===== src/rtl/lcwf_pkg.sv =====
// Package of the load cell weigh frame block.
// Types, register indexes, function codes and constants shared by all RTL files.
// No dependencies.
package lcwf_pkg;

   localparam int N_CELLS = 4;

   localparam logic [1:0] FUNC_WEIGH = 2'd0;
   localparam logic [1:0] FUNC_RADIO = 2'd1;
   localparam logic [1:0] FUNC_LINK  = 2'd2;

   localparam logic [2:0] CSR_SLOPE  = 3'd0;
   localparam logic [2:0] CSR_EMPTY  = 3'd1;
   localparam logic [2:0] CSR_STEP   = 3'd2;
   localparam logic [2:0] CSR_SEL_1  = 3'd3;
   localparam logic [2:0] CSR_SEL_2  = 3'd4;
   localparam logic [2:0] CSR_SEL_3  = 3'd5;
   localparam logic [2:0] CSR_SEL_4  = 3'd6;

   localparam logic [31:0] SLOPE_RESET = 32'h0001_0000;

   localparam logic signed [31:0] ALARM_TOTAL  = -32'sd1028;
   localparam logic signed [34:0] SUPPRESS_NEG = -35'sd100;
   localparam logic [39:0]        CENTRE_LIMIT = 40'd100;
   localparam logic signed [40:0] PERCENT      = 41'sd100;

   typedef logic [15:0] word_type;

   typedef struct packed {
      logic signed [31:0] weight;
      logic signed [48:0] raw;
   } lane_result_type;

endpackage


===== src/rtl/lcwf_centre.sv =====
// Centre of mass divider: 100 * num / den, truncated and clamped to +/-100.
// Restoring division, one quotient bit a cycle. Depends on lcwf_pkg.
module lcwf_centre (
   input  logic               clock,
   input  logic               reset,
   input  logic               start,
   input  logic signed [33:0] num,
   input  logic signed [33:0] den,
   output logic               done,
   output logic signed [7:0]  q
);

   localparam logic [1:0] PH_IDLE  = 2'd0;
   localparam logic [1:0] PH_SCALE = 2'd1;
   localparam logic [1:0] PH_DIV   = 2'd2;
   localparam logic [1:0] PH_FIN   = 2'd3;

   logic [1:0]         phase_ff, phase_in;
   logic               done_ff;
   logic signed [33:0] num_ff, num_in, den_ff, den_in;
   logic [39:0]        nmag_ff, nmag_in, quo_ff, quo_in;
   logic [33:0]        dmag_ff, dmag_in, rem_ff, rem_in;
   logic               neg_ff, neg_in;
   logic [5:0]         cnt_ff, cnt_in;
   logic signed [7:0]  q_ff, q_in;

   logic signed [40:0] scaled;
   logic [40:0]        scaled_abs;
   logic [34:0]        den_abs;
   logic [34:0]        t;
   logic [35:0]        sub;
   logic [6:0]         qc;

   always_comb begin
      phase_in   = phase_ff;
      num_in     = num_ff;
      den_in     = den_ff;
      nmag_in    = nmag_ff;
      dmag_in    = dmag_ff;
      rem_in     = rem_ff;
      quo_in     = quo_ff;
      neg_in     = neg_ff;
      cnt_in     = cnt_ff;
      q_in       = q_ff;
      scaled     = 41'(num_ff) * lcwf_pkg::PERCENT;
      scaled_abs = scaled[40] ? 41'(-scaled) : scaled;
      den_abs    = den_ff[33] ? 35'(-35'(den_ff)) : 35'(den_ff);
      t          = {rem_ff, nmag_ff[39]};
      sub        = {1'b0, t} - {2'b0, dmag_ff};
      qc         = (quo_ff > lcwf_pkg::CENTRE_LIMIT) ? lcwf_pkg::CENTRE_LIMIT[6:0]
                                                     : quo_ff[6:0];
      unique case (phase_ff)
         PH_IDLE: begin
            if (start) begin
               num_in   = num;
               den_in   = den;
               phase_in = PH_SCALE;
            end
         end
         PH_SCALE: begin
            nmag_in  = scaled_abs[39:0];
            dmag_in  = den_abs[33:0];
            neg_in   = num_ff[33] ^ den_ff[33];
            rem_in   = 34'd0;
            quo_in   = 40'd0;
            cnt_in   = 6'd0;
            phase_in = PH_DIV;
         end
         PH_DIV: begin
            rem_in  = sub[35] ? t[33:0] : sub[33:0];
            quo_in  = {quo_ff[38:0], ~sub[35]};
            nmag_in = {nmag_ff[38:0], 1'b0};
            cnt_in  = cnt_ff + 6'd1;
            if (cnt_ff == 6'd39) begin
               phase_in = PH_FIN;
            end
         end
         PH_FIN: begin
            q_in     = neg_ff ? -$signed({1'b0, qc}) : $signed({1'b0, qc});
            phase_in = PH_IDLE;
         end
         default: phase_in = PH_IDLE;
      endcase
   end

   always_ff @(posedge clock) begin
      if (reset) begin
         phase_ff <= PH_IDLE;
         done_ff  <= 1'b0;
      end else begin
         phase_ff <= phase_in;
         done_ff  <= (phase_ff == PH_FIN);
      end
      num_ff  <= num_in;
      den_ff  <= den_in;
      nmag_ff <= nmag_in;
      dmag_ff <= dmag_in;
      rem_ff  <= rem_in;
      quo_ff  <= quo_in;
      neg_ff  <= neg_in;
      cnt_ff  <= cnt_in;
      q_ff    <= q_in;
   end

   assign done = done_ff;
   assign q    = q_ff;

endmodule


===== config.mk =====
export PLATFORM = sky130hd
export DESIGN_NAME = lcwf_centre
export DESIGN_NICKNAME = d
export VERILOG_FILES = /design/src/rtl/lcwf_pkg.sv /design/src/rtl/lcwf_centre.sv
export SDC_FILE = /design/constraint.sdc
export NUM_CORES = 1
export LEC_CHECK = 0
export ABC_AREA = 1
export ABC_CLOCK_PERIOD_IN_PS = 9800
export BUFFER_PORTS_ARGS = -buffer_cell sky130_fd_sc_hd__buf_2
export CELL_PAD_IN_SITES_DETAIL_PLACEMENT = 0
export CELL_PAD_IN_SITES_GLOBAL_PLACEMENT = 1
export CORE_ASPECT_RATIO = 1.2
export CORE_MARGIN = 4
export CORE_UTILIZATION = 45
export DETAILED_ROUTE_END_ITERATION = 12
export GPL_TIMING_DRIVEN = 1
export PLACE_DENSITY_LB_ADDON = 0.1
export SLEW_MARGIN = 5
export SYNTH_ARGS = -nofsm -noshare
export SYNTH_HDL_FRONTEND = slang
export SYNTH_SLANG_ARGS = --single-unit

===== constraint.sdc =====
create_clock -name clock -period 9.8 [get_ports clock]
set_input_delay 0.49 -clock clock [delete_from_list [all_inputs] [get_ports clock]]
set_output_delay 0.49 -clock clock [all_outputs]
set_load 0.03 [all_outputs]

==> flow_summary_export.csv <==
group,metric,value,unit
outcome,status,"finished clean",
sta,setup-tns-final,0,ps
routing,routed_wirelength,40200,um
clock_network,holdBufCountCts,0,
final_layout,antennaDiodeCount,0,
clock_network,cts_buffer_depth,3,
worst_setup_path,worst-endpoint-arrival,4930,ps
clock_network,insertion_delay,560,ps
floorplan,die_area,41100,um^2
sta,finalSetupViolCount,0,
synth,synth_area,17100,um^2
sta,max_slew.worst_pin.slew,984,ps
worst_setup_path,rrSetupSlack,5200,ps
grt,grt_max_degree,96,
synth,ys_seq_area_frac,0.407,
routing,dr_wl_met3,1070,um
synth,synth-main-ff-cell,"edfxtp_1",
flow_run,maxCapViolations,0,
clock_network,post_cts_buffers,0,
sta,clock_skew,24.2,ps
clock_network,cts-htree-levels,1,
hold_path,min_path_type,"in2reg",
sta,fin_ws,5200,ps
synth,synth_area_per_cell,8.20,um^2
sta,max_freq,217,MHz
sta,grt_setup_unrepaired,"false",
floorplan,ios,80,
synth,async_reset_ff_frac,0,
clock_network,cts_tree,"built",
routing,routed_via_density,5.00,
grt,grt_pass1_wl,66400,um
synth,syn_nets,2331,
routing,drc_errors,0,
final_layout,syn_to_final_growth,11.0,%
synth,ys_warn_count,0,
synth,synth_cell_types,52,
sta,finalMaxSlewViolations,0,
worst_setup_path,worst_path_most_repeated_cell,"nand2_1",
clock_network,clock-root-buffer,"clkbuf_16",
routing,vias,13311,
worst_setup_path,crit_path_cell_trace,"inv_1, fa_1, inv_1, ha_1, ha_1, nand2_1, nor3_1, nand2_1, nor3_1, nand2_2, nand2_4, xor2_1, o21bai_4, nand3_1, nand3_1, nand2_1",
clock_network,numCtsBuffers,28,
clock_network,cts.sinks,232,
routing,initialDrtViolationCount,640,
final_layout,fin_nets,2417,
worst_setup_path,critPathRequiredTime,10120,ps
floorplan,rows,77,
grt,grt_usage,0.197,
routing,wl_met1,17100,um
sta,fin_crit,4600,ps
worst_setup_path,crit_type,"reg2reg",
routing,post_drt_wl_per_cell,15.1,um
final_layout,fillers,3606,
sta,relSlewSlack,0.341,
routing,routed.top_layer,"met4",
routing,dr.pass1.iters,4,
worst_setup_path,start_kind,"register",
placed_design,place_congestion,0.889,
worst_setup_path,slowest_stage,"xor2_1",
routing,ant_nets,0,
grt,first_global_vias,13661,
final_layout,post_route_cells_drive_above_1_share,0.0873,
worst_setup_path,crit_fanout,11,
placed_design,portBuffers,79,
placed_design,pre_cts_ws,5150,ps
floorplan,core-area,37200,um^2
floorplan,start_util,0.459,
worst_setup_path,cp-end-kind,"register",
floorplan,die_width,186,um
synth,ys_seq_elements,232,
routing,routed-wl-met2,20400,um
grt,grt_antenna_before_repair,0,
worst_setup_path,cp_slowest_stage_delay,780,ps
clock_network,clkTransAtPathRegs,60,ps
clock_network,cts_resized,0,
sta,final_hold_viol_count,0,
synth,syn-instance-count,2080,
synth,synth_edf_count,229,
grt,grt_overflow,0,
placed_design,place_hpwl,31800,um
floorplan,fp.dieH,221,um
sta,min_period_over_period,0.470,
==> metrics by stage <==
| stage | hold WS [ps] | cells | instance area [um^2] | util |
|---|---|---|---|---|
| floorplan | 453 | 2080 | 17100 | - |
| global placement | 503 | 2610 | 18000 | 0.484 |
| detailed placement | 509 | 2610 | 18000 | 0.484 |
| CTS | 65.4 | 2662 | 18900 | 0.509 |
| global route | 76.7 | 2662 | 18900 | 0.509 |
| finish | 101 | 2662 | 18900 | 0.509 |
==> cell usage after synthesis, drive strengths merged, types with 5 or more instances <==
cell type,count,area share
inv,317,0.070
fa,33,0.039
a21oi,95,0.028
o21ai,96,0.030
xor2,50,0.026
nand3b,10,0.0044
a31oi,7,0.0026
nand3,113,0.035
nor2,183,0.042
o21bai,5,0.0029
clkbuf,20,0.0044
a211oi,6,0.0026
edfxtp,229,0.40
a21o,7,0.0031
nor4,9,0.0033
ha,147,0.11
buf,10,0.0035
nor3,29,0.0097
nand2,626,0.14
nand4,15,0.0055
xnor2,37,0.020
and2,5,0.0018
==> registers in the layout, indices dropped and copies added (netlist names) <==
| name | flops |
|---|---|
| quo_ff | 40 |
| nmag_ff | 38 |
| den_ff | 34 |
| dmag_ff | 34 |
| num_ff | 34 |
| rem_ff | 34 |
| q | 8 |
| cnt_ff | 6 |
| phase_ff | 2 |
| done | 1 |
| neg_ff | 1 |
==> layout make-up <==
| type | count | area, um^2 | area share |
|---|---|---|---|
| repair buffers | 86 | 448 | 0.0237 |
| clock buffers | 31 | 712 | 0.0376 |
| multi-input cells | 1497 | 8810 | 0.466 |
| flip-flops and latches | 232 | 6940 | 0.367 |
| clock inverters | 21 | 220 | 0.0116 |
| inverters | 321 | 1200 | 0.0637 |
| well taps | 474 | 593 | 0.0313 |
==> cells in the final DEF (no fill, tap or decap), types with 36 or more instances in the layout <==
| cell type | count |
|---|---|
| nand3_1 | 106 |
| buf_2 | 79 |
| inv_1 | 312 |
| ha_1 | 145 |
| a21oi_1 | 95 |
| xor2_1 | 50 |
| nor2_1 | 168 |
| nand2_1 | 609 |
| edfxtp_1 | 229 |
| o21ai_0 | 80 |
| xnor2_1 | 36 |
==> worst max-delay path, delay by kind of cell (launching register included) <==
family	cells	cell delay [ps]
buffers and inverters	2	200
DFF	1	690
xor gates and xnor gates	1	780
adders and majority gates	3	1190
and+or+nand+nor	9	1200
AOI/OAI and AO/OA	1	300
==> worst paths after layout <==
check,start,endpoint,cells past startpoint
worst min-delay path,num[29],num_ff[29],1
worst max-delay path,num_ff[33],nmag_ff[34],16
worst min register to register,nmag_ff[7],nmag_ff[8],1
worst max register to register,num_ff[33],nmag_ff[34],16
==> kinds of logic after synthesis <==
| group | synth area share |
|---|---|
| compound gates | 0.0766 |
| xor+xnor | 0.0458 |
| simple gates | 0.246 |
| flops | 0.407 |
| fa+ha+maj | 0.147 |
| buf+inv | 0.0786 |
==> layer usage <==
layer / vias up / track usage
met5: - / 0
met3: 73 / 0.0191
li1: 6968 / -
met4: 0 / 0.0759
met2: 183 / 0.360
met1: 6087 / 0.237
Power is left out: the tool's default activity adds up to more than one toggle a clock period on the data nets, which glitch-free logic cannot reach.
