`config.mk`:
```
export PLATFORM = sky130hd
export DESIGN_NAME = lcwf_lane
export DESIGN_NICKNAME = d
export VERILOG_FILES = /design/src/rtl/lcwf_pkg.sv /design/src/rtl/lcwf_lane.sv
export SDC_FILE = /design/constraint.sdc
export NUM_CORES = 2
export LEC_CHECK = 0
export ABC_AREA = 1
export BUFFER_PORTS_ARGS = -buffer_cell sky130_fd_sc_hd__buf_4
export CORE_MARGIN = 3
export CORE_UTILIZATION = 45
export CTS_CLUSTER_SIZE = 8
export DETAILED_ROUTE_END_ITERATION = 12
export PLACE_DENSITY_LB_ADDON = 0.3
export SETUP_SLACK_MARGIN = 0.3
export SLEW_MARGIN = 20
export SYNTH_ARGS = -nofsm -noshare
export SYNTH_HDL_FRONTEND = slang
export SYNTH_SLANG_ARGS = --single-unit
```
`constraint.sdc`:
```
create_clock -name clock -period 17.85 [get_ports clock]
set_input_delay 1.785 -clock clock [delete_from_list [all_inputs] [get_ports clock]]
set_output_delay 1.785 -clock clock [all_outputs]
set_load 0.02 [all_outputs]
```
`src/rtl/lcwf_pkg.sv`:
```
// Package of the load cell weigh frame block.
// Types, register indexes, function codes and constants shared by all RTL files.
// No dependencies.
package lcwf_pkg;

   localparam int N_CELLS = 4;

   localparam logic [1:0] FUNC_WEIGH = 2'd0;
   localparam logic [1:0] FUNC_RADIO = 2'd1;
   localparam logic [1:0] FUNC_LINK  = 2'd2;

   localparam logic [2:0] CSR_SLOPE  = 3'd0;
   localparam logic [2:0] CSR_EMPTY  = 3'd1;
   localparam logic [2:0] CSR_STEP   = 3'd2;
   localparam logic [2:0] CSR_SEL_1  = 3'd3;
   localparam logic [2:0] CSR_SEL_2  = 3'd4;
   localparam logic [2:0] CSR_SEL_3  = 3'd5;
   localparam logic [2:0] CSR_SEL_4  = 3'd6;

   localparam logic [31:0] SLOPE_RESET = 32'h0001_0000;

   localparam logic signed [31:0] ALARM_TOTAL  = -32'sd1028;
   localparam logic signed [34:0] SUPPRESS_NEG = -35'sd100;
   localparam logic [39:0]        CENTRE_LIMIT = 40'd100;
   localparam logic signed [40:0] PERCENT      = 41'sd100;

   typedef logic [15:0] word_type;

   typedef struct packed {
      logic signed [31:0] weight;
      logic signed [48:0] raw;
   } lane_result_type;

endpackage

```
`src/rtl/lcwf_lane.sv`:
```
// One cell lane: offset, slope multiply, truncation and step rounding.
// Remainder is found bit-serially, one bit a cycle. Depends on lcwf_pkg.
module lcwf_lane (
   input  logic                     clock,
   input  logic                     reset,
   input  logic                     start,
   input  lcwf_pkg::word_type       rd,
   input  lcwf_pkg::word_type       empty,
   input  logic signed [31:0]       slope,
   input  logic [15:0]              step,
   output logic                     done,
   output lcwf_pkg::lane_result_type result
);

   localparam logic [2:0] PH_IDLE = 3'd0;
   localparam logic [2:0] PH_MUL  = 3'd1;
   localparam logic [2:0] PH_ABS  = 3'd2;
   localparam logic [2:0] PH_DIV  = 3'd3;
   localparam logic [2:0] PH_FIN  = 3'd4;

   logic [2:0]         phase_ff, phase_in;
   logic               done_ff;
   logic [16:0]        diff_ff, diff_in;
   logic signed [48:0] prod_ff, prod_in;
   logic [31:0]        mag_ff, mag_in;
   logic signed [32:0] n_ff, n_in;
   logic [15:0]        rem_ff, rem_in;
   logic [4:0]         cnt_ff, cnt_in;
   logic signed [31:0] weight_ff, weight_in;

   logic [48:0]        prod_abs;
   logic [16:0]        t;
   logic [17:0]        sub;
   logic signed [34:0] v;
   logic signed [34:0] p_ext;

   always_comb begin
      phase_in  = phase_ff;
      diff_in   = diff_ff;
      prod_in   = prod_ff;
      mag_in    = mag_ff;
      n_in      = n_ff;
      rem_in    = rem_ff;
      cnt_in    = cnt_ff;
      weight_in = weight_ff;
      prod_abs  = prod_ff[48] ? 49'(-prod_ff) : prod_ff;
      t         = {rem_ff, mag_ff[31]};
      sub       = {1'b0, t} - {2'b0, step};
      p_ext     = $signed({19'd0, step});
      v         = 35'(n_ff) - $signed({19'd0, rem_ff})
                  + ((rem_ff >= (step >> 1)) ? p_ext : 35'sd0);
      if (step == 16'd0) begin
         v = 35'(n_ff);
      end else if (v > 35'sd0 && v <= p_ext + 35'sd1) begin
         v = 35'sd0;
      end else if (v < 35'sd0 && v >= lcwf_pkg::SUPPRESS_NEG) begin
         v = 35'sd0;
      end
      unique case (phase_ff)
         PH_IDLE: begin
            if (start) begin
               diff_in  = {1'b0, rd} - {1'b0, empty};
               phase_in = PH_MUL;
            end
         end
         PH_MUL: begin
            prod_in  = slope * $signed(diff_ff);
            phase_in = PH_ABS;
         end
         PH_ABS: begin
            mag_in   = prod_abs[47:16];
            n_in     = prod_ff[48] ? -$signed({1'b0, prod_abs[47:16]})
                                   : $signed({1'b0, prod_abs[47:16]});
            rem_in   = 16'd0;
            cnt_in   = 5'd0;
            phase_in = PH_DIV;
         end
         PH_DIV: begin
            rem_in = sub[17] ? t[15:0] : sub[15:0];
            mag_in = {mag_ff[30:0], 1'b0};
            cnt_in = cnt_ff + 5'd1;
            if (cnt_ff == 5'd31) begin
               phase_in = PH_FIN;
            end
         end
         PH_FIN: begin
            weight_in = v[31:0];
            phase_in  = PH_IDLE;
         end
         default: phase_in = PH_IDLE;
      endcase
   end

   always_ff @(posedge clock) begin
      if (reset) begin
         phase_ff <= PH_IDLE;
         done_ff  <= 1'b0;
      end else begin
         phase_ff <= phase_in;
         done_ff  <= (phase_ff == PH_FIN);
      end
      diff_ff   <= diff_in;
      prod_ff   <= prod_in;
      mag_ff    <= mag_in;
      n_ff      <= n_in;
      rem_ff    <= rem_in;
      cnt_ff    <= cnt_in;
      weight_ff <= weight_in;
   end

   assign done          = done_ff;
   assign result.weight = weight_ff;
   assign result.raw    = prod_ff;

endmodule

```
==> impl_metrics.py <==
metrics = {
    "run_status": {
        "status": "finished clean",
    },
    "grt": {
        "grt_start_max_net_pins": 79,
        "grt.met1_usage_pct": 30.5,
        "first_global_vias": 28190,
        "grt_antenna_before_repair": 0,
        "global_route_wire_length_before_repair_um": 150000,
        "globalRoute.busiestLayer": "met2",
        "globalRoute.totalOverflow": 0,
        "groute.usage.overall_pct": 24.3,
        "met3_layer_usage_reported_by_global_route_pct": 3.42,
        "met2_usage_pct": 43.7,
    },
    "place": {
        "portBuffers": 164,
        "place.detailed.instances": 5333,
        "globalplace.congestion": 1.02,
        "dpl.hpwl_um": 77000,
        "placed_area_mm2": 0.0358,
    },
    "worst_setup_path": {
        "worst_path_cell_with_the_longest_stage_delay": "sky130_fd_sc_hd__nor4b_1",
        "setup.worst_path.class": "in2reg",
        "reg2reg_setup_slack_ns": 10.95,
        "path_common_cell": "sky130_fd_sc_hd__fa_1",
        "setup.worst_path.start_class": "input pin",
        "chain_of_cells_forming_the_critical_path": "buf_4, or2_2, fa_1, inv_1, fa_1, fa_1, fa_1, fa_1, fa_1, ha_1, nand2_1, nor2_1, inv_1, nor2_1, inv_1, nor4b_1, a21oi_1, o21ai_0, a21oi_1, xnor2_1",
        "critPathCaptureType": "register",
        "crit_path_max_fanout": 17,
        "critical_path.n_buffers_inverters": 4,
        "timing.critical_path.max_delay_family": "adder cells",
        "crit_path_max_incr_delay_ns": 0.59,
        "critical_path_required_ns": 18.08,
        "arrival_ns": 7.95,
    },
    "cells_and_area": {
        "synthToLayoutAreaGrowth_pct": 7.79,
        "num-nets-final": 5219,
        "final_cells": 5365,
        "num_antenna_cells": 0,
        "design_area_mm2": 0.0364,
        "drive_above_1_share_pct": 7.74,
        "regArea_mm2": 0.00561,
        "layout.cells.most_common_list": "1135 x sky130_fd_sc_hd__nand2_1, 1031 x sky130_fd_sc_hd__inv_1, 539 x sky130_fd_sc_hd__fa_1",
        "filler_cell_count": 7271,
        "multiInputGateArea_mm2": 0.0237,
        "final_common_cell": "sky130_fd_sc_hd__nand2_1",
    },
    "floorplanning": {
        "core_area_mm2": 0.0737,
        "fp.dieW_um": 280,
        "ios": 165,
        "initial_core_util_pct": 45.9,
        "die_y_um": 280,
        "row_count": 99,
        "dieArea_mm2": 0.0784,
    },
    "cts": {
        "tritoncts.num_buffers": 17,
        "cts_root_buffer_type": "sky130_fd_sc_hd__clkbuf_16",
        "post_cts_hold_buffer_count": 0,
        "ctsResizeCount": 0,
        "insertion_delay_ns": 0.49,
        "tritoncts": "done",
        "clkTransAtPathRegs_ns": 0.09,
        "cts.path.max_buffers": 2,
        "post-cts-setup-buffers": 0,
        "cts.sink_count": 188,
        "htreeDepth": 4,
    },
    "drt": {
        "drt_first_pass_iters": 5,
        "drc": 0,
        "route.vias.total": 27332,
        "drt_iter0_drc": 1857,
        "route.antenna.remaining_nets": 0,
        "finalWirelength_um": 92900,
        "routedWlPerCell_um": 17.3,
        "vias_per_cell": 5.09,
    },
    "timing": {
        "max_freq_mhz": 130,
        "worstMarginPinSlew_ns": 0.885,
        "period_minus_slack_ns": 7.72,
        "final_hold_viol_count": 0,
        "fin_setup_tns_ns": 0,
        "setup_viol_count_final": 0,
        "slew_headroom_pct": 40.9,
        "final_clock_period_utilization_by_the_worst_path_pct": 43.2,
        "final.hold.worst_slack_ns": 0.509,
        "fin_worst_skew_ns": 0.0196,
        "slew_viol_final": 0,
        "rsz_0062_raised_after_global_routing": "false",
    },
    "synthesis": {
        "synth_edf_count": 184,
        "yosysSeqAreaShare_pct": 16.6,
        "synthSimpleGateAreaFrac_pct": 21.5,
        "synth.top_cells.by_area": "sky130_fd_sc_hd__fa_1 32%, sky130_fd_sc_hd__edfxtp_1 16%, sky130_fd_sc_hd__nand2_1 13%, sky130_fd_sc_hd__inv_1 11%, sky130_fd_sc_hd__ha_1 7.6%",
        "post_synthesis_adder_cell_area_fraction_pct": 39.5,
        "post-synth-top-area-fraction_pct": 31.9,
        "synth_fp_nets": 5159,
        "synthesis.area_per_instance_um2": 7.80,
        "synth_compound_area_share_pct": 5.80,
        "synth_cells": 4333,
        "synth_top_family_by_area": "adder cells",
        "syn_area_mm2": 0.0338,
        "synth_register_bits": 188,
        "count_of_cell_types_in_the_netlist": 55,
        "yosysWarningCount": 0,
        "synth_flop_cell": "sky130_fd_sc_hd__edfxtp_1",
        "asyncSetResetFlopFracSynth_pct": 0,
        "synthXorXnorAreaFrac_pct": 3.36,
        "synth.area.mux_share_pct": 0,
        "synth_top_cell_by_area": "sky130_fd_sc_hd__fa_1",
    },
    "worst_hold_path": {
        "hold_path_class": "reg2reg",
    },
    "job": {
        "max_capacitance_violation_count": 0,
    },
}
per-layer routing:
metal	vias up	wire length (um)	share of wire, %
li1	13137	-	-
met4	0	2440	2.6
met2	833	46800	50
met5	-	0	0
met1	13223	38400	41
met3	139	5220	5.6
cells by family (layout without fill, tap and decap cells):
family | count (synthesis) | after routing
simple gates | 1730 | 1730
buf+inv | 1187 | 1260
xor+xnor | 128 | 128
flops | 188 | 188
fa+ha+maj | 743 | 743
compound gates | 357 | 357
final timing paths:
kind / from / endpoint / depth (start not counted)
worst max-delay path: slope[7] / prod_ff[36]$_DFFE_PP_ / 20
worst min-delay path: phase_ff[0]$_SDFFE_PP0P_ / done$_SDFF_PP0_ / 1
worst max register to register: diff_ff[16]$_DFFE_PP_ / prod_ff[36]$_DFFE_PP_ / 22
worst min register to register: phase_ff[0]$_SDFFE_PP0P_ / done$_SDFF_PP0_ / 1
synth_stat cells, types with 3 or more instances:
library cell               instances
sky130_fd_sc_hd__buf_6             4
sky130_fd_sc_hd__nor3_1           29
sky130_fd_sc_hd__xor2_1           84
sky130_fd_sc_hd__nand3b_1         14
sky130_fd_sc_hd__dfxtp_1           4
sky130_fd_sc_hd__nor4_1            6
sky130_fd_sc_hd__clkbuf_1        135
sky130_fd_sc_hd__inv_2             7
sky130_fd_sc_hd__nand2_2          22
sky130_fd_sc_hd__nand2_1        1136
sky130_fd_sc_hd__inv_1          1032
sky130_fd_sc_hd__nand3_2          18
sky130_fd_sc_hd__a31oi_1          24
sky130_fd_sc_hd__buf_1             3
sky130_fd_sc_hd__a21o_1            7
sky130_fd_sc_hd__buf_2             4
sky130_fd_sc_hd__nor2_1          250
sky130_fd_sc_hd__nor2_2           27
sky130_fd_sc_hd__a21boi_0          4
sky130_fd_sc_hd__ha_1            204
sky130_fd_sc_hd__o21ai_0         113
sky130_fd_sc_hd__a211oi_1          6
sky130_fd_sc_hd__o21ai_1          13
sky130_fd_sc_hd__fa_1            539
sky130_fd_sc_hd__o21a_1            5
sky130_fd_sc_hd__o21bai_1          3
sky130_fd_sc_hd__nand4_1          38
sky130_fd_sc_hd__edfxtp_1        184
sky130_fd_sc_hd__and3_1            3
sky130_fd_sc_hd__o211ai_1          9
sky130_fd_sc_hd__xnor2_1          42
sky130_fd_sc_hd__or2_2            32
sky130_fd_sc_hd__a21oi_1         156
sky130_fd_sc_hd__o31ai_1           4
sky130_fd_sc_hd__nand3_1         147
sequential cells by signal (all words and copies together), names as in the netlist:
signal     count
prod_ff       49
n_ff          33
mag_ff        32
weight_ff     32
diff_ff       17
rem_ff        16
cnt_ff         5
phase_ff       3
done           1
final cells by class:
type	instances	area share, %
clock inverters	14	0.436
well taps	959	3.29
repair buffers	188	3.87
inverters	1040	10.7
clock buffers	18	1.18
multi-input cells	2958	65.1
flip-flops and latches	188	15.4
through the flow:
step           setup slack [ns]  utilization (%)
2_1_floorplan             10.22                -
3_3_place_gp               9.65             48.6
3_5_place_dp               9.65             48.6
4_1_cts                   10.18             49.4
5_1_grt                    9.67             49.4
6_report                  10.13             49.4
Power is not shown: default switching activity piles up to over one toggle a cycle in this logic, so the estimate is an artifact.
